[config.mk]
export PLATFORM = sky130hd
export DESIGN_NAME = ultrasonic_gesture_switch_core
export DESIGN_NICKNAME = d
export VERILOG_FILES = /design/src/sv/ugs_pkg.sv /design/src/sv/ultrasonic_gesture_switch_core.sv /design/src/sv/ugs_engine.sv /design/src/sv/ugs_out_buf.sv
export VERILOG_INCLUDE_DIRS = /design/src /design/src/sv
export SDC_FILE = /design/constraint.sdc
export NUM_CORES = 1
export LEC_CHECK = 0
export ABC_CLOCK_PERIOD_IN_PS = 11700
export BUFFER_PORTS_ARGS = -buffer_cell sky130_fd_sc_hd__buf_2
export CAP_MARGIN = 20
export CORE_MARGIN = 2
export CORE_UTILIZATION = 34
export CTS_CLUSTER_SIZE = 8
export DETAILED_ROUTE_END_ITERATION = 8
export GPL_TIMING_DRIVEN = 1
export SLEW_MARGIN = 20
export SYNTH_ARGS = -nofsm -noshare
export SYNTH_HDL_FRONTEND = slang
export SYNTH_HIERARCHICAL = 1
export SYNTH_SLANG_ARGS = --single-unit
[constraint.sdc]
create_clock -name clk -period 11.7 [get_ports clk]
set_input_delay 0 -clock clk [delete_from_list [all_inputs] [get_ports clk]]
set_output_delay 0 -clock clk [all_outputs]
set_load 0.02 [all_outputs]
[src/sv/ultrasonic_gesture_switch_core_macros.svh]
// ----------------------------------------------------------------------------
// Assertion macros for the ultrasonic gesture switch core
// Shorthand for clocked assertions that are disabled during reset.
// ----------------------------------------------------------------------------
`ifndef ULTRASONIC_GESTURE_SWITCH_CORE_MACROS_SVH
`define ULTRASONIC_GESTURE_SWITCH_CORE_MACROS_SVH

// Same-cycle implication.
`define UGS_ASSERT_NOW(label, ante, cons, msg) \
  label: assert property (@(posedge clk) disable iff (rst) (ante) |-> (cons)) \
    else $error(msg);

// Next-cycle implication.
`define UGS_ASSERT_NEXT(label, ante, cons, msg) \
  label: assert property (@(posedge clk) disable iff (rst) (ante) |=> (cons)) \
    else $error(msg);

`endif

[src/sv/ugs_pkg.sv]
// ----------------------------------------------------------------------------
// ugs_pkg
// Shared widths, register codes, gesture phases and record types of the
// ultrasonic gesture switch.
// ----------------------------------------------------------------------------
package ugs_pkg;

  localparam int unsigned SAMPLES_PER_AVERAGE_DEF = 5;

  localparam int unsigned SUM_W      = 19;
  localparam int unsigned DIST_W     = 16;
  localparam int unsigned THR_W      = 16;
  localparam int unsigned TMO_W      = 8;
  localparam int unsigned WD_W       = 16;
  localparam int unsigned PHASE_W    = 3;
  localparam int unsigned CFG_IDX_W  = 2;
  localparam int unsigned CFG_DATA_W = 16;

  localparam logic [THR_W-1:0] THR_RESET = 16'd20;
  localparam logic [TMO_W-1:0] TMO_RESET = 8'd122;
  localparam logic [WD_W-1:0]  WD_RESET  = 16'd244;

  // Configuration register indexes
  localparam logic [CFG_IDX_W-1:0] CFG_DEV_THR  = 2'd0;
  localparam logic [CFG_IDX_W-1:0] CFG_TIMEOUT  = 2'd1;
  localparam logic [CFG_IDX_W-1:0] CFG_WATCHDOG = 2'd2;

  // Transaction kinds
  localparam logic CMD_SAMPLE = 1'b0;
  localparam logic CMD_TICK   = 1'b1;

  // Gesture phases
  localparam logic [PHASE_W-1:0] PH_IDLE       = 3'd0;
  localparam logic [PHASE_W-1:0] PH_ON_HAND    = 3'd1;
  localparam logic [PHASE_W-1:0] PH_LIT        = 3'd2;
  localparam logic [PHASE_W-1:0] PH_OFF_HAND   = 3'd3;
  localparam logic [PHASE_W-1:0] PH_OFF_WAIT   = 3'd4;
  localparam logic [PHASE_W-1:0] PH_OFF_HAND2  = 3'd5;

  typedef struct packed {
    logic [THR_W-1:0] dev_thr;
    logic [TMO_W-1:0] timeout_ticks;
    logic [WD_W-1:0]  watchdog_ticks;
  } cfg_t;

  typedef struct packed {
    logic               light_on;
    logic [PHASE_W-1:0] phase;
    logic [DIST_W-1:0]  distance;
    logic [DIST_W-1:0]  baseline;
    logic               average_done;
  } result_t;

endpackage

[src/sv/ultrasonic_gesture_switch_core.sv]
// ----------------------------------------------------------------------------
// Ultrasonic gesture switch core
// Averages echo pulse widths into distances and runs a six-phase hand gesture
// machine that switches a light, with a tick-driven off-gesture timeout and a
// watchdog that retakes the baseline. Each accepted transaction (a sample or a
// tick) yields one result. One transaction is taken every clock cycle while
// the skid stage is empty; the full state update, with the divide by the
// sample count done as a single constant reciprocal multiply, is combinational
// from the state registers to the output register. Results sit in a two-entry
// output buffer, so input takes one extra transaction while the output stalls.
// ----------------------------------------------------------------------------
`include "ultrasonic_gesture_switch_core_macros.svh"

module ultrasonic_gesture_switch_core import ugs_pkg::*; #(
  parameter int unsigned SAMPLES_PER_AVERAGE = SAMPLES_PER_AVERAGE_DEF
) (
  input  logic                  clk,
  input  logic                  rst,
  input  logic                  cfg_we,
  input  logic [CFG_IDX_W-1:0]  cfg_index,
  input  logic [CFG_DATA_W-1:0] cfg_data,
  input  logic                  in_valid,
  output logic                  in_ready,
  input  logic                  cmd,
  input  logic [DIST_W-1:0]     pulse_width,
  output logic                  out_valid,
  input  logic                  out_ready,
  output logic                  light_on,
  output logic [PHASE_W-1:0]    gesture_phase,
  output logic [DIST_W-1:0]     distance,
  output logic [DIST_W-1:0]     baseline,
  output logic                  average_done
);

  cfg_t    cfg;
  logic    accept;
  result_t result;
  result_t out_data;

  assign accept = in_valid && in_ready;

  always_ff @(posedge clk) begin
    if (rst) begin
      cfg.dev_thr        <= THR_RESET;
      cfg.timeout_ticks  <= TMO_RESET;
      cfg.watchdog_ticks <= WD_RESET;
    end else if (cfg_we) begin
      unique case (cfg_index)
        CFG_DEV_THR:  cfg.dev_thr        <= cfg_data[THR_W-1:0];
        CFG_TIMEOUT:  cfg.timeout_ticks  <= cfg_data[TMO_W-1:0];
        CFG_WATCHDOG: cfg.watchdog_ticks <= cfg_data[WD_W-1:0];
        default: ;
      endcase
    end
  end

  ugs_engine #(
    .SAMPLES_PER_AVERAGE(SAMPLES_PER_AVERAGE)
  ) u_engine (
    .clk         (clk),
    .rst         (rst),
    .accept      (accept),
    .cmd         (cmd),
    .pulse_width (pulse_width),
    .cfg         (cfg),
    .result      (result)
  );

  ugs_out_buf u_out_buf (
    .clk       (clk),
    .rst       (rst),
    .push      (accept),
    .push_data (result),
    .in_ready  (in_ready),
    .out_valid (out_valid),
    .out_ready (out_ready),
    .out_data  (out_data)
  );

  assign light_on      = out_data.light_on;
  assign gesture_phase = out_data.phase;
  assign distance      = out_data.distance;
  assign baseline      = out_data.baseline;
  assign average_done  = out_data.average_done;

  // A full buffer always has its head entry occupied.
  `UGS_ASSERT_NOW(a_full_has_head, !in_ready, out_valid, "buffer full with empty head")
  // A transaction taken while the head is stalled fills the skid stage.
  `UGS_ASSERT_NEXT(a_stall_fills_skid, accept && out_valid && !out_ready, !in_ready, "skid empty")
  // A result left waiting is still offered next cycle.
  `UGS_ASSERT_NEXT(a_result_kept, out_valid && !out_ready, out_valid, "pending result lost")

endmodule

[src/sv/ugs_engine.sv]
// ----------------------------------------------------------------------------
// ugs_engine
// Sample averaging, baseline, gesture phase machine, timeout and watchdog.
// Updates all state on each accepted transaction and presents the new view.
// ----------------------------------------------------------------------------
module ugs_engine import ugs_pkg::*; #(
  parameter int unsigned SAMPLES_PER_AVERAGE = SAMPLES_PER_AVERAGE_DEF
) (
  input  logic              clk,
  input  logic              rst,
  input  logic              accept,
  input  logic              cmd,
  input  logic [DIST_W-1:0] pulse_width,
  input  cfg_t              cfg,
  output result_t           result
);

  localparam int unsigned CNT_W =
    (SAMPLES_PER_AVERAGE > 1) ? $clog2(SAMPLES_PER_AVERAGE) : 1;
  // Exact floor division of any SUM_W-bit sum by a reciprocal multiply
  localparam int unsigned DIV_SHIFT = SUM_W + $clog2(SAMPLES_PER_AVERAGE);
  localparam int unsigned MULT_W    = DIV_SHIFT + 1;
  localparam int unsigned PROD_W    = SUM_W + MULT_W;
  localparam longint unsigned DIV_MULT =
    ((64'd1 << DIV_SHIFT) + SAMPLES_PER_AVERAGE - 1) / SAMPLES_PER_AVERAGE;
  localparam logic [MULT_W-1:0] MULT_K   = MULT_W'(DIV_MULT);
  localparam logic [CNT_W-1:0]  CNT_LAST = CNT_W'(SAMPLES_PER_AVERAGE - 1);

  logic [PHASE_W-1:0] phase, phase_next;
  logic               light, light_next;
  logic [SUM_W-1:0]   sample_sum, sample_sum_next;
  logic [CNT_W-1:0]   sample_count, sample_count_next;
  logic [DIST_W-1:0]  avg_distance, avg_distance_next;
  logic [DIST_W-1:0]  ref_distance, ref_distance_next;
  logic               have_ref, have_ref_next;
  logic               rebase_pending, rebase_pending_next;
  logic               to_run, to_run_next;
  logic [TMO_W-1:0]   to_count, to_count_next;
  logic [WD_W-1:0]    wd_count, wd_count_next;
  logic               done;

  logic [SUM_W-1:0]   sum_add;
  logic [PROD_W-1:0]  quot_prod;
  logic [DIST_W-1:0]  avg_new;
  logic [DIST_W-1:0]  diff;
  logic               deviation;
  logic [WD_W:0]      wd_inc;

  assign sum_add   = sample_sum + SUM_W'(pulse_width);
  assign quot_prod = PROD_W'(sum_add) * PROD_W'(MULT_K);
  assign avg_new   = quot_prod[DIV_SHIFT +: DIST_W];
  assign diff      = (avg_new >= ref_distance) ? (avg_new - ref_distance)
                                               : (ref_distance - avg_new);
  assign deviation = diff > cfg.dev_thr;
  assign wd_inc    = (WD_W+1)'(wd_count) + (WD_W+1)'(1);

  always_comb begin
    phase_next          = phase;
    light_next          = light;
    sample_sum_next     = sample_sum;
    sample_count_next   = sample_count;
    avg_distance_next   = avg_distance;
    ref_distance_next   = ref_distance;
    have_ref_next       = have_ref;
    rebase_pending_next = rebase_pending;
    to_run_next         = to_run;
    to_count_next       = to_count;
    wd_count_next       = wd_count;
    done                = 1'b0;

    if (cmd == CMD_SAMPLE) begin
      if (sample_count == CNT_LAST) begin
        avg_distance_next = avg_new;
        sample_sum_next   = '0;
        sample_count_next = '0;
        done              = 1'b1;
        if (!have_ref) begin
          // first average only sets the baseline
          ref_distance_next = avg_new;
          have_ref_next     = 1'b1;
        end else if (rebase_pending) begin
          // step back once after a watchdog expiry, saturating at idle
          if (phase != PH_IDLE) begin
            phase_next = phase - PHASE_W'(1);
          end
          rebase_pending_next = 1'b0;
        end else if (deviation) begin
          unique case (phase)
            PH_IDLE:     phase_next = PH_ON_HAND;
            PH_LIT:      phase_next = PH_OFF_HAND;
            PH_OFF_WAIT: phase_next = PH_OFF_HAND2;
            default:     phase_next = phase;
          endcase
        end else begin
          wd_count_next = '0;
          unique case (phase)
            PH_ON_HAND: begin
              light_next = 1'b1;
              phase_next = PH_LIT;
            end
            PH_OFF_HAND: begin
              to_run_next   = 1'b1;
              to_count_next = '0;
              phase_next    = PH_OFF_WAIT;
            end
            PH_OFF_HAND2: begin
              light_next    = 1'b0;
              to_run_next   = 1'b0;
              to_count_next = '0;
              phase_next    = PH_IDLE;
            end
            default: phase_next = phase;
          endcase
        end
      end else begin
        sample_sum_next   = sum_add;
        sample_count_next = sample_count + CNT_W'(1);
      end
    end else begin
      if (to_run) begin
        if (to_count < cfg.timeout_ticks) begin
          to_count_next = to_count + TMO_W'(1);
        end else begin
          // unfinished off gesture: fall back to light on
          phase_next    = PH_LIT;
          to_run_next   = 1'b0;
          to_count_next = '0;
        end
      end
      if (wd_inc >= (WD_W+1)'(cfg.watchdog_ticks)) begin
        ref_distance_next   = avg_distance;
        rebase_pending_next = 1'b1;
        wd_count_next       = '0;
      end else begin
        wd_count_next = wd_inc[WD_W-1:0];
      end
    end
  end

  always_ff @(posedge clk) begin
    if (rst) begin
      phase          <= PH_IDLE;
      light          <= 1'b0;
      sample_sum     <= '0;
      sample_count   <= '0;
      avg_distance   <= '0;
      ref_distance   <= '0;
      have_ref       <= 1'b0;
      rebase_pending <= 1'b0;
      to_run         <= 1'b0;
      to_count       <= '0;
      wd_count       <= '0;
    end else if (accept) begin
      phase          <= phase_next;
      light          <= light_next;
      sample_sum     <= sample_sum_next;
      sample_count   <= sample_count_next;
      avg_distance   <= avg_distance_next;
      ref_distance   <= ref_distance_next;
      have_ref       <= have_ref_next;
      rebase_pending <= rebase_pending_next;
      to_run         <= to_run_next;
      to_count       <= to_count_next;
      wd_count       <= wd_count_next;
    end
  end

  assign result.light_on     = light_next;
  assign result.phase        = phase_next;
  assign result.distance     = avg_distance_next;
  assign result.baseline     = ref_distance_next;
  assign result.average_done = done;

endmodule

[src/sv/ugs_out_buf.sv]
// ----------------------------------------------------------------------------
// ugs_out_buf
// Two-entry output register with skid stage; ready toward the input side
// comes from a flop.
// ----------------------------------------------------------------------------
module ugs_out_buf import ugs_pkg::*; (
  input  logic    clk,
  input  logic    rst,
  input  logic    push,
  input  result_t push_data,
  output logic    in_ready,
  output logic    out_valid,
  input  logic    out_ready,
  output result_t out_data
);

  logic    skid_valid;
  result_t skid_data;
  logic    out_fire;

  assign out_fire = out_valid && out_ready;
  assign in_ready = !skid_valid;

  always_ff @(posedge clk) begin
    if (rst) begin
      out_valid  <= 1'b0;
      skid_valid <= 1'b0;
    end else if (skid_valid) begin
      // drain skid into the head when the head leaves
      if (out_fire) begin
        skid_valid <= 1'b0;
      end
    end else if (push) begin
      if (out_valid && !out_ready) begin
        skid_valid <= 1'b1;
      end else begin
        out_valid <= 1'b1;
      end
    end else if (out_fire) begin
      out_valid <= 1'b0;
    end
  end

  always_ff @(posedge clk) begin
    if (skid_valid) begin
      if (out_fire) begin
        out_data <= skid_data;
      end
    end else if (push) begin
      if (out_valid && !out_ready) begin
        skid_data <= push_data;
      end else begin
        out_data <= push_data;
      end
    end
  end

endmodule

== Yosys cells after proc, flatten, opt, wreduce, memory -nomap -nowiden ==
Index checks and enable logic that the tools add are counted.
Word-level totals
  input port bits: 40
  output and inout port bits: 39
  register bits after elaboration: 201
  word-level logic and storage cells: 146
Cells by class
  multipliers: 1
  $add $sub $neg: 7
  mux-type cells: 64
  bitwise logic cells: 2
  reduce and logical (&&, ||, !) cells: 27
  eq/ne operators: 15
  magnitude comparators: 4
Operators with widths (number)
  $mux W16: 13
  $mux W37: 4
  $mux W8: 8
  $mul A19 B20 Y38 const B: 1
  $sub A16 B16 Y16: 2
  $mux W3: 9
  $mux W1: 25
  $add A19 B16 Y19: 1
  $mux W19: 1
  $pmux W3 S3: 2
  $add A16 B1 Y17 const B: 1
  $ge A17 B16 Y1: 1
  $ge A16 B16 Y1: 1
  $gt A16 B16 Y1: 1
  $reduce_and A3 Y1: 4
  $reduce_bool A2 Y1: 5
  $eq A3 B3 Y1 const B: 3
  $add A8 B1 Y8 const B: 1
  $lt A8 B8 Y1: 1
  $ne A2 B2 Y1 const B: 4
  $reduce_and A2 Y1: 4
  $reduce_and A7 Y1: 1
  $eq A3 B2 Y1 const B: 2
  $ne A2 B1 Y1 const B: 3
  other kinds (16): 22

== Depth between registers and ports, before layout ==
Gate-level depths: netlist of the first run.
  word-level depth: 13
  gate-level depth with buffers: 57
  depth with buffers taken out: 55

== Hierarchy ==
The synthesis of the first run kept the hierarchy.
Modules (own cells, without submodules)
  ugs_engine: instances 1, area an instance 12749.7 sq um, cells each 1555, seq. area each 1701.6 sq um
  ugs_out_buf: instances 1, area an instance 2987.9 sq um, cells each 129, seq. area each 2262.2 sq um
  ultrasonic_gesture_switch_core: instances 1, area an instance 1662.8 sq um, cells each 161, seq. area each 800.8 sq um

== Worst setup path after synthesis of the first run ==
No wires, ideal clock.
  path kind: reg2reg
  start: register u_engine.sample_sum[0]
  end: register, netlist name u_out_buf/out_data[33]
  stages on the path, launching flop included: 53
  setup time: 260 ps
  period minus slack after synthesis: 12054 ps
  data required time: 11440 ps
  buffers on the path: 4
  arrival: 11794 ps
  path slack: -354 ps
  path through: dfxtp_1 > ha_1 > inv_1 > fa_1 > nor2b_1 > o31a_1 > o41a_1 > o41a_1 > a22o_1 > o21a_1 > nor2_1 > xnor2_1 > ha_1 > inv_1 > fa_1 > inv_1 > fa_1 > fa_1 > [... 17 more ...] > a211oi_1 > o21ai_2 > clkbuf_1 > buf_1 > o21ai_0 > xnor2_1 > ha_1 > a21o_1 > a21oi_1 > nor3_1 > a2111oi_0 > a22o_1 > clkbuf_1 > o21ai_0 > a211oi_1 > nand3b_1 > o21ai_0 > mux2_4
RTL lines
  from (decl): RTL line ugs_engine.sv:31  | logic [SUM_W-1:0] sample_sum, sample_sum_next;
  from (signal assigned): RTL line ugs_engine.sv:156  | sample_sum <= sample_sum_next;

==> results of run 1 <==
how the worst max path moves through the flow:
stage | start | endpoint | slack, ns | cells past startpoint
global placement | u_engine/sample_sum[0] | u_out_buf/out_data[33] | -0.30 | 51
detailed placement | u_engine/sample_sum[0] | u_out_buf/out_data[33] | -0.69 | 51
CTS | u_engine/sample_sum[0] | u_out_buf/out_data[35] | 0.03 | 53
global route | u_engine/sample_sum[0] | u_out_buf/out_data[33] | -0.52 | 57
floorplan | u_engine/sample_sum[0] | u_out_buf/out_data[33] | 0.07 | 52
finish | u_engine/sample_sum[0] | u_out_buf/out_data[35] | -0.05 | 56
cell families (layout without fill, tap and decap cells):
| family | after synthesis | in the layout | share of synthesized area (%) |
|---|---|---|---|
| adder cells (fa/ha/maj) | 328 | 328 | 27.9 |
| buffers and inverters | 340 | 621 | 7.93 |
| flip-flops | 201 | 201 | 27.4 |
| AND/OR/NAND/NOR | 430 | 430 | 12.1 |
| AO/OA/AOI/OAI | 383 | 383 | 14.6 |
| multiplexers | 98 | 98 | 6.72 |
| XOR/XNOR | 65 | 65 | 3.38 |
| other | 0 | 1 | 0 |
critical path, delay by kind of cell (launching register included):
kind                     cells  cell delay [ns]
AND/OR/NAND/NOR              9             1.26
multiplexers                 2             0.51
flip-flops                   1             0.33
buffers and inverters       15             1.45
XOR/XNOR                     1             0.16
adder cells (fa/ha/maj)     11             4.06
AO/OA/AOI/OAI               18             3.75
flip-flops by register name, summed over array words and instances, names as in the netlist, 3 cells and up:
register / flops
cfg: 40
u_engine/avg_distance: 16
u_engine/phase: 3
u_engine/ref_distance: 16
u_engine/sample_count: 3
u_engine/sample_sum: 19
u_engine/to_count: 8
u_engine/wd_count: 16
u_out_buf/out_data: 37
u_out_buf/skid_data: 37
per-layer routing:
metal,track usage (%),vias up,wire length (um),part of all wire (%)
met5,0,-,0,0
met4,4.90,0,1170,2.6
li1,-,6852,-,-
met1,21.4,6758,20600,45
met2,29.9,243,22400,49
met3,1.70,65,1580,3.5
placed cells by master, fill, tap and decap left out, types with 55 or more instances in the layout:
| cell | count |
|---|---|
| edfxtp_1 | 74 |
| fa_1 | 96 |
| mux2i_1 | 55 |
| buf_2 | 77 |
| dfxtp_1 | 125 |
| nor2_1 | 130 |
| nand2b_1 | 57 |
| nand2_1 | 102 |
| buf_4 | 180 |
| a21oi_1 | 101 |
| inv_1 | 256 |
| ha_1 | 201 |
metrics by stage:
step | setup slack [ns] | std cells | utilization [%]
3_5_place_dp | -0.689 | 2676 | 38.6
4_1_cts | 0.0308 | 2781 | 42.3
2_1_floorplan | 0.0734 | 1845 | -
6_report | -0.0459 | 2799 | 43.4
5_1_grt | -0.524 | 2798 | 43.4
3_3_place_gp | -0.303 | 2676 | 38.6
timing repair:
action | in CTS | in global routing
endpoints found under the hold margin | 45 | 0
gates cloned | 0 | 1
pin swaps | 72 | 76
endpoints found under the setup margin | 37 | 37
resized for setup | 98 | 73
hold buffers | 24 | 0
setup buffers | 31 | 19
area by class of cell:
class / instances / area, um2
flip-flops and latches: 201 / 4770
fillers: 4823 / 28500
well taps: 672 / 841
inverters: 272 / 1020
repair buffers: 298 / 2190
clock buffers: 49 / 865
diodes: 1 / 2.50
multi-input cells: 1304 / 12100
clock inverters: 2 / 35.0
==> out/results.ini, run 1 <==
[run_status]
status = finished with violations
failed_checks = setup timing

[worst_setup_path]
path_class = reg2reg
critPathCaptureType = flop
critical_path_required_ns = 12.00
r2r_slack_ns = -0.05
rr_worst_depth = 56
cpMostUsedCell = inv_2
crit_path_max_incr_delay_ns = 0.54
r2r_end = u_out_buf/out_data[35]
crit-reg2reg-launch = u_engine/sample_sum[0]
crit_path_start_kind = flop
arrival_ns = 12.05
worstPathMaxFanout = 6
worst_path_max_delay_cell = fa_1

[min_path]
worstHoldEndpoint = u_engine/light
min-delay-path-class = in2reg
min-delay-start = rst
holdPathStages = 2

[global_route]
grt_pass1_vias = 14295
overflow = 0
grt_pass1_wl_mm = 72.8
antenna_found_initial = 0
grt_max_degree = 75
grt_use_total_pct = 16.8

[logic_synthesis]
synth_edf_count = 74
netlist_top_cells_count = inv_1, ha_1, nor2_1
synth_top_area_share_pct = 16.3
synth_seq_cells = 201
syn_inst = 1845
synth.area.top_cells = ha_1, dfxtp_1, edfxtp_1
ys.flop_type = dfxtp_1
synth.distinct_cells = 83
syn_area_per_cell_um2 = 9.43
async_flop_share_pct = 0
synth.largest_area_cell = ha_1
ys_seq_area_share_pct = 27.4
synth_area_um2 = 17400
yosysWarnings = 6
yosysMostFrequentCell = inv_1
synth_nets = 2213

[clock_network]
cts_tree = built
htree_levels = 1
cts_buffer_depth = 3
clk_latency_ns = 0.56
cts_buffers = 30
cts-root-buf = clkbuf_16
numClockSinks = 201
path_clk_slew_ns = 0.05

[place]
hpwl_mm = 35.0
port_buffers = 78
gp_congestion = 0.927
post_dp_cell_area_um2 = 19400

[floorplanning]
die_w_um = 230
io_pins = 79
rows = 82
dieArea_um2 = 53000
initial_core_util_pct = 34.5
chipHeight_um = 230
core_um2 = 50400

[timing]
finalClockSkew_ns = 0.0158
slew_headroom_pct = 30.7
min_period_ns = 11.75
rsz0062_at_grt = yes
worst_slew_pin_slew_ns = 1.04
setup_viol = 4
clock.fmax_mhz = 85.1
hold_viol_final = 0
finalSetupTns_ns = -0.0912
worst_slack_ns = -0.0459
slew_viol_final = 0
hold_slack_ns = 0.0380
fin_crit_sh_pct = 100

[run]
cap_violations = 0

[routing]
via_count = 13918
vias_per_cell = 4.97
drtPass1Iterations = 5
wl_mm = 45.7
ant_nets = 0
wl_per_cell_um = 16.3
drt_iter0_markers = 702
drc_errors = 0

[final_layout]
stdcell_area_um2 = 21800
drive_above_1_share_pct = 23.6
syn_to_final_growth_pct = 25.5
nNetsFinal = 2475

Power of run 1 is not shown: default switching activity piles up to over one toggle a cycle in this logic, so the estimate is an artifact.
==> inputs of run 2 (changes only) <==
Settings changed: ABC_AREA from default to 1.
==> out/results.ini, run 2 <==
[worst_setup_path]
critPathCaptureType = flop
crit_path_max_incr_delay_ns = 0.58  ; +0.04 ns
worstPathMaxFanout = 15  ; +9
crit_path_start_kind = flop
path_class = reg2reg
cpMostUsedCell = nand2_1
critical_path_required_ns = 12.02  ; +0.02 ns
worst_path_max_delay_cell = fa_1
arrival_ns = 11.15  ; -0.90 ns

[clock_network]
cts_buffers = 29  ; -3.3%
cts_tree = built
htree_levels = 1  ; unchanged
path_clk_slew_ns = 0.05  ; about the same
clk_latency_ns = 0.58  ; +0.02 ns
numClockSinks = 201  ; unchanged
cts-root-buf = clkbuf_16
cts_buffer_depth = 3  ; unchanged

[final_layout]
nNetsFinal = 2995  ; +21%
regArea_um2 = 4760  ; about the same
nFillCells = 5745  ; +19%
fin_util_pct = 38.4  ; -5.0 points
multi_input_area_um2 = 11800  ; -2.2%
final_cells = 3346  ; +20%
layout_commonest_cell = nand2_1
final_cell_mix = nand2_1, inv_1, ha_1, a21oi_1, nor2_1
drive_above_1_share_pct = 7.99  ; -16 points
antenna_cells = 0  ; -1
largest_reg_flops = 40  ; unchanged
largest_register = cfg
syn_to_final_growth_pct = 12.0
layout_top_registers = cfg: 40 flops, u_out_buf/out_data: 37 flops, u_out_buf/skid_data: 37 flops

[timing]
slew_headroom_pct = 32.4  ; +1.7 points
fin_crit_sh_pct = 92.6  ; -7.8 points
setup_viol = 0  ; -4
finalClockSkew_ns = 0.0309  ; +0.0151 ns
clock.fmax_mhz = 92.3  ; +8.4%
slew_viol_final = 0  ; unchanged
hold_viol_final = 0  ; unchanged
worst_slew_pin_slew_ns = 1.01  ; -0.0243 ns
min_period_ns = 10.83  ; -0.912 ns

[logic_synthesis]
synth_seq_cells = 201  ; unchanged
netlist_top_cells_count = nand2_1, inv_1, ha_1
ys.flop_type = dfxtp_1
synth.area.top_cells = ha_1, dfxtp_1, edfxtp_1
synth_area_um2 = 18800  ; +8.1%
synth_xor_xnor_area_share_pct = 2.52  ; -0.86 points
syn_inst = 2536  ; +37%
synth_top_area_share_pct = 15.1  ; -1.2 points
synth_top_family_by_area = adder cells
synth_edf_count = 74  ; unchanged
synth.distinct_cells = 54  ; -35%
yosysMostFrequentCell = nand2_1
synth_nets = 2904  ; +31%
synthAdderAreaFrac_pct = 25.9  ; -2.1 points
synthMuxAreaShare_pct = 0.166  ; -6.6 points
synth.largest_area_cell = ha_1
synth-simple-area-share_pct = 23.1  ; +11 points
synth_compound_area_share_pct = 10.9  ; -3.7 points
ys_seq_area_share_pct = 25.3  ; -2.0 points
syn_area_per_cell_um2 = 7.41  ; -21%
async_flop_share_pct = 0  ; unchanged
yosysWarnings = 6  ; unchanged

[floorplanning]
dieArea_um2 = 57200  ; +7.9%
chipHeight_um = 239  ; +3.9%
io_pins = 79  ; unchanged
rows = 86  ; +4.9%
initial_core_util_pct = 34.3  ; -0.28 points
die_w_um = 239  ; +3.9%
core_um2 = 54900  ; +8.9%

[place]
port_buffers = 78  ; unchanged
hpwl_mm = 40.0  ; +14%
dp_cells = 3270  ; +22%
gp_congestion = 0.922  ; -0.57%

[global_route]
grt_pass1_vias = 15487  ; +8.3%
grt_use_total_pct = 17.8  ; +0.96 points
antenna_found_initial = 0  ; unchanged
overflow = 0  ; unchanged
grt_max_degree = 62  ; -17%
grt_pass1_wl_mm = 82.2  ; +13%

[run]
cap_violations = 0  ; unchanged

[routing]
drc_errors = 0  ; unchanged
wl_per_cell_um = 15.2  ; -7.1%
wl_mm = 50.8  ; +11%
vias_per_cell = 4.84  ; -2.6%
drt_iter0_markers = 1030  ; +47%
drtPass1Iterations = 7  ; +2
ant_nets = 0  ; unchanged
via_count = 16209  ; +16%

[min_path]
min-delay-path-class = in2reg

[run_status]
status = finished, final reports clean

[run 2: cells by family after synthesis]
logic type / after synthesis
mux: 3
compound gates: 371
fa+ha+maj: 328
flops: 201
xor+xnor: 54
simple gates: 1005
buf+inv: 574
[run 2: timing repair]
action | CTS | global route
hold buffers | 29 | 0
setup buffers | 0 | 0
hold endpoints to repair | 44 | 0
gates resized for setup | 0 | 20
setup endpoints to repair | 0 | 37
[run 2: final timing paths]
check	endpoint	startpoint	cells after the start	slack (ns)
worst max-delay path	u_out_buf/out_data[36]	u_engine/sample_sum[0]	52	0.87
worst min-delay path	u_engine/sample_sum[9]	pulse_width[9]	5	0.06
worst max register to register	u_out_buf/out_data[36]	u_engine/sample_sum[0]	52	0.87
worst min register to register	cfg[4]	cfg[4]	2	0.46
[run 2: worst max-delay path: cells and delay by family, from the launching register on]
family                     cells  cell delay (ns)
and+or+nand+nor               23             3.25
DFF                            1             0.33
adders and majority gates     11             4.56
AOI/OAI and AO/OA              3             0.51
muxes                          1             0.36
xor gates and xnor gates       2             0.30
buffers and inverters         12             1.23
[run 2: area by class of cell]
class,count,share of cell area (%)
Tap cell,704,4.18
Timing Repair Buffer,125,3.97
Sequential cell,201,22.6
Multi-Input combinational cell,1761,56.3
Clock buffer,44,3.76
Clock inverter,2,0.119
Inverter,509,9.10
[run 2: metrics by stage]
step / area, um2 / hold slack, ns / setup TNS [ns] / setup WS (ns)
6_report: 21100 / 0.0640 / 0 / 0.866
5_1_grt: 21100 / 0.0783 / -0.0299 / -0.0172
3_3_place_gp: 19800 / 0.250 / 0 / 0.360
4_1_cts: 21000 / 0.0316 / 0 / 0.289
3_5_place_dp: 19800 / 0.250 / 0 / 0.334
2_1_floorplan: 18800 / 0.0624 / 0 / 1.94
[run 2: per-layer routing]
metal / track usage (%) / part of all wire (%) / vias up
li1: - / - / 8250
met1: 26.3 / 50 / 7458
met2: 26.8 / 42 / 421
met3: 2.40 / 4.9 / 80
met4: 4.89 / 2.5 / 0
met5: 0 / 0 / -
Power of run 2 is left out for the same reason.
==> inputs of run 3 (changes only) <==
Settings changed: ABC_CLOCK_PERIOD_IN_PS 11700 to 9690.
Clock period 11.7 ns to 9.69 ns, I/O delays scaled along.
==> out/results.ini, run 3 (synthesis results as in run 2) <==
[timing]
setup_viol = 0  ; unchanged
clock.fmax_mhz = 105  ; +14%
finalClockSkew_ns = 0.0169  ; -0.0140 ns
slew_viol_final = 0  ; unchanged
min_period_ns = 9.53  ; -1.31 ns
fin_crit_sh_pct = 98.3  ; +5.7 points
worst_slew_pin_slew_ns = 0.901  ; -0.111 ns
rsz0062_at_grt = yes
finalSetupTns_ns = 0  ; unchanged
slew_headroom_pct = 39.9  ; +7.5 points
hold_viol_final = 0  ; unchanged

[floorplanning]
io_pins = 79  ; unchanged
core_um2 = 54900  ; unchanged
die_w_um = 239  ; unchanged
rows = 86  ; unchanged
initial_core_util_pct = 34.3  ; unchanged
chipHeight_um = 239  ; unchanged
dieArea_um2 = 57200  ; unchanged

[global_route]
antenna_found_initial = 0  ; unchanged
grt_pass1_wl_mm = 86.1  ; +4.8%
grt_max_degree = 46  ; -26%
grt_use_total_pct = 18.5  ; +0.71 points
overflow = 0  ; unchanged
grt_pass1_vias = 16672  ; +7.7%

[run]
cap_violations = 0  ; unchanged

[clock_network]
cts_buffers = 29  ; unchanged
numClockSinks = 201  ; unchanged
cts_buffer_depth = 3  ; unchanged
cts-root-buf = clkbuf_16
path_clk_slew_ns = 0.06  ; about the same
htree_levels = 1  ; unchanged
cts_tree = built
clk_latency_ns = 0.57  ; about the same

[final_layout]
final_cell_mix = nand2_1, inv_1, buf_4, ha_1, a21oi_1
largest_register = cfg
layout_top_registers = cfg: 40 flops, u_out_buf/out_data: 37 flops, u_out_buf/skid_data: 37 flops
syn_to_final_growth_pct = 33.7
largest_reg_flops = 40  ; unchanged
drive_above_1_share_pct = 27.9  ; +20 points
antenna_cells = 0  ; unchanged
fin_util_pct = 45.8  ; +7.4 points
layout_commonest_cell = nand2_1
nNetsFinal = 3320  ; +11%

[routing]
wl_per_cell_um = 14.9  ; -2.0%
via_count = 17414  ; +7.4%
vias_per_cell = 4.74  ; -2.1%
ant_nets = 0  ; unchanged
drtPass1Iterations = 5  ; -2
drt_iter0_markers = 916  ; -11%
wl_mm = 54.5  ; +7.5%
drc_errors = 0  ; unchanged

[worst_setup_path]
rr_worst_depth = 51  ; -1.9%
r2r_slack_ns = 0.16  ; -0.70 ns
critPathCaptureType = flop
crit_path_max_incr_delay_ns = 0.60  ; +0.02 ns
r2r_end = u_out_buf/out_data[34]
worst_path_max_delay_cell = fa_2
worstPathMaxFanout = 6  ; -9
path_class = reg2reg
cp-endpoint = u_out_buf/out_data[34]
critical_path_required_ns = 10.01  ; -2.01 ns
arrival_ns = 9.84  ; -1.31 ns
crit_path_start_kind = flop
crit-reg2reg-launch = u_engine/sample_sum[0]
critical_path.startpoint = u_engine/sample_sum[0]
cpMostUsedCell = nand2_2

[min_path]
min-delay-path-class = in2reg

[place]
port_buffers = 78  ; unchanged
gp_congestion = 0.922  ; about the same
hpwl_mm = 42.0  ; +5.0%

[run_status]
status = finished, final reports clean

## run 3: cell count changes in the layout (fill, tap and decap cells not counted), moves of 37 or more
| cell | change |
|---|---|
| buf_4 | +310 |
| ha_1 | -47 |
| ha_4 | +46 |
| inv_1 | -37 |
| nand2_1 | -68 |
| nand2_2 | +53 |
| o21ai_0 | -39 |
## run 3: how the worst min path moves through the flow
stage                             from                  endpoint  slack [ns]  depth (start not counted)
after CTS                     in_valid  u_engine/avg_distance[3]        0.06                          5
after global placement    cfg_data[11]                   cfg[11]        0.27                          3
after detailed placement  cfg_data[11]                   cfg[11]        0.27                          3
after global routing          in_valid  u_engine/avg_distance[3]        0.11                          5
final                         in_valid  u_engine/avg_distance[3]        0.09                          5
after floorplan                    rst      u_out_buf/skid_valid        0.06                          1
## run 3: routing by layer
metal	routed length [um]	vias up	track usage, %
met1	26400	8071	26.2
met4	1100	0	4.00
met3	1990	70	1.80
met5	0	-	0
li1	-	8910	-
met2	25100	363	30.4
## run 3: cell type report
class,count,area (um2)
flip-flops and latches,201,4780
repair buffers,450,3350
clock inverters,2,25.0
inverters,509,1920
multi-input cells,1761,13400
well taps,704,881
clock buffers,43,788
fillers,5403,29700
## run 3: worst max-delay path: cells and delay by family, from the launching register on
| kind | cells | cell delay (ns) |
|---|---|---|
| fa+ha+maj | 11 | 4.30 |
| buf+inv | 13 | 1.22 |
| xor+xnor | 2 | 0.39 |
| simple gates | 22 | 2.35 |
| compound gates | 2 | 0.31 |
| flops | 1 | 0.35 |
| mux | 1 | 0.33 |
## run 3: repair_timing
action / CTS / global route
pin swaps: 45 / 149
setup endpoints to repair: 37 / 37
resized for setup: 112 / 305
setup buffers: 17 / 36
cloned: 0 / 2
hold buffers: 26 / 0
hold endpoints to repair: 46 / 0
## run 3: metrics by stage
step | cell area, um2 | hold WS [ns] | setup WS (ns) | std cells
finish | 25100 | 0.0878 | 0.164 | 3670
global route | 25100 | 0.113 | -0.243 | 3670
CTS | 23700 | 0.0618 | 0.000905 | 3631
detailed placement | 21900 | 0.269 | -0.487 | 3543
global placement | 21900 | 0.269 | -0.477 | 3543
floorplan | 18800 | 0.0624 | 0.0453 | 2536
Power of run 3 is left out for the same reason.
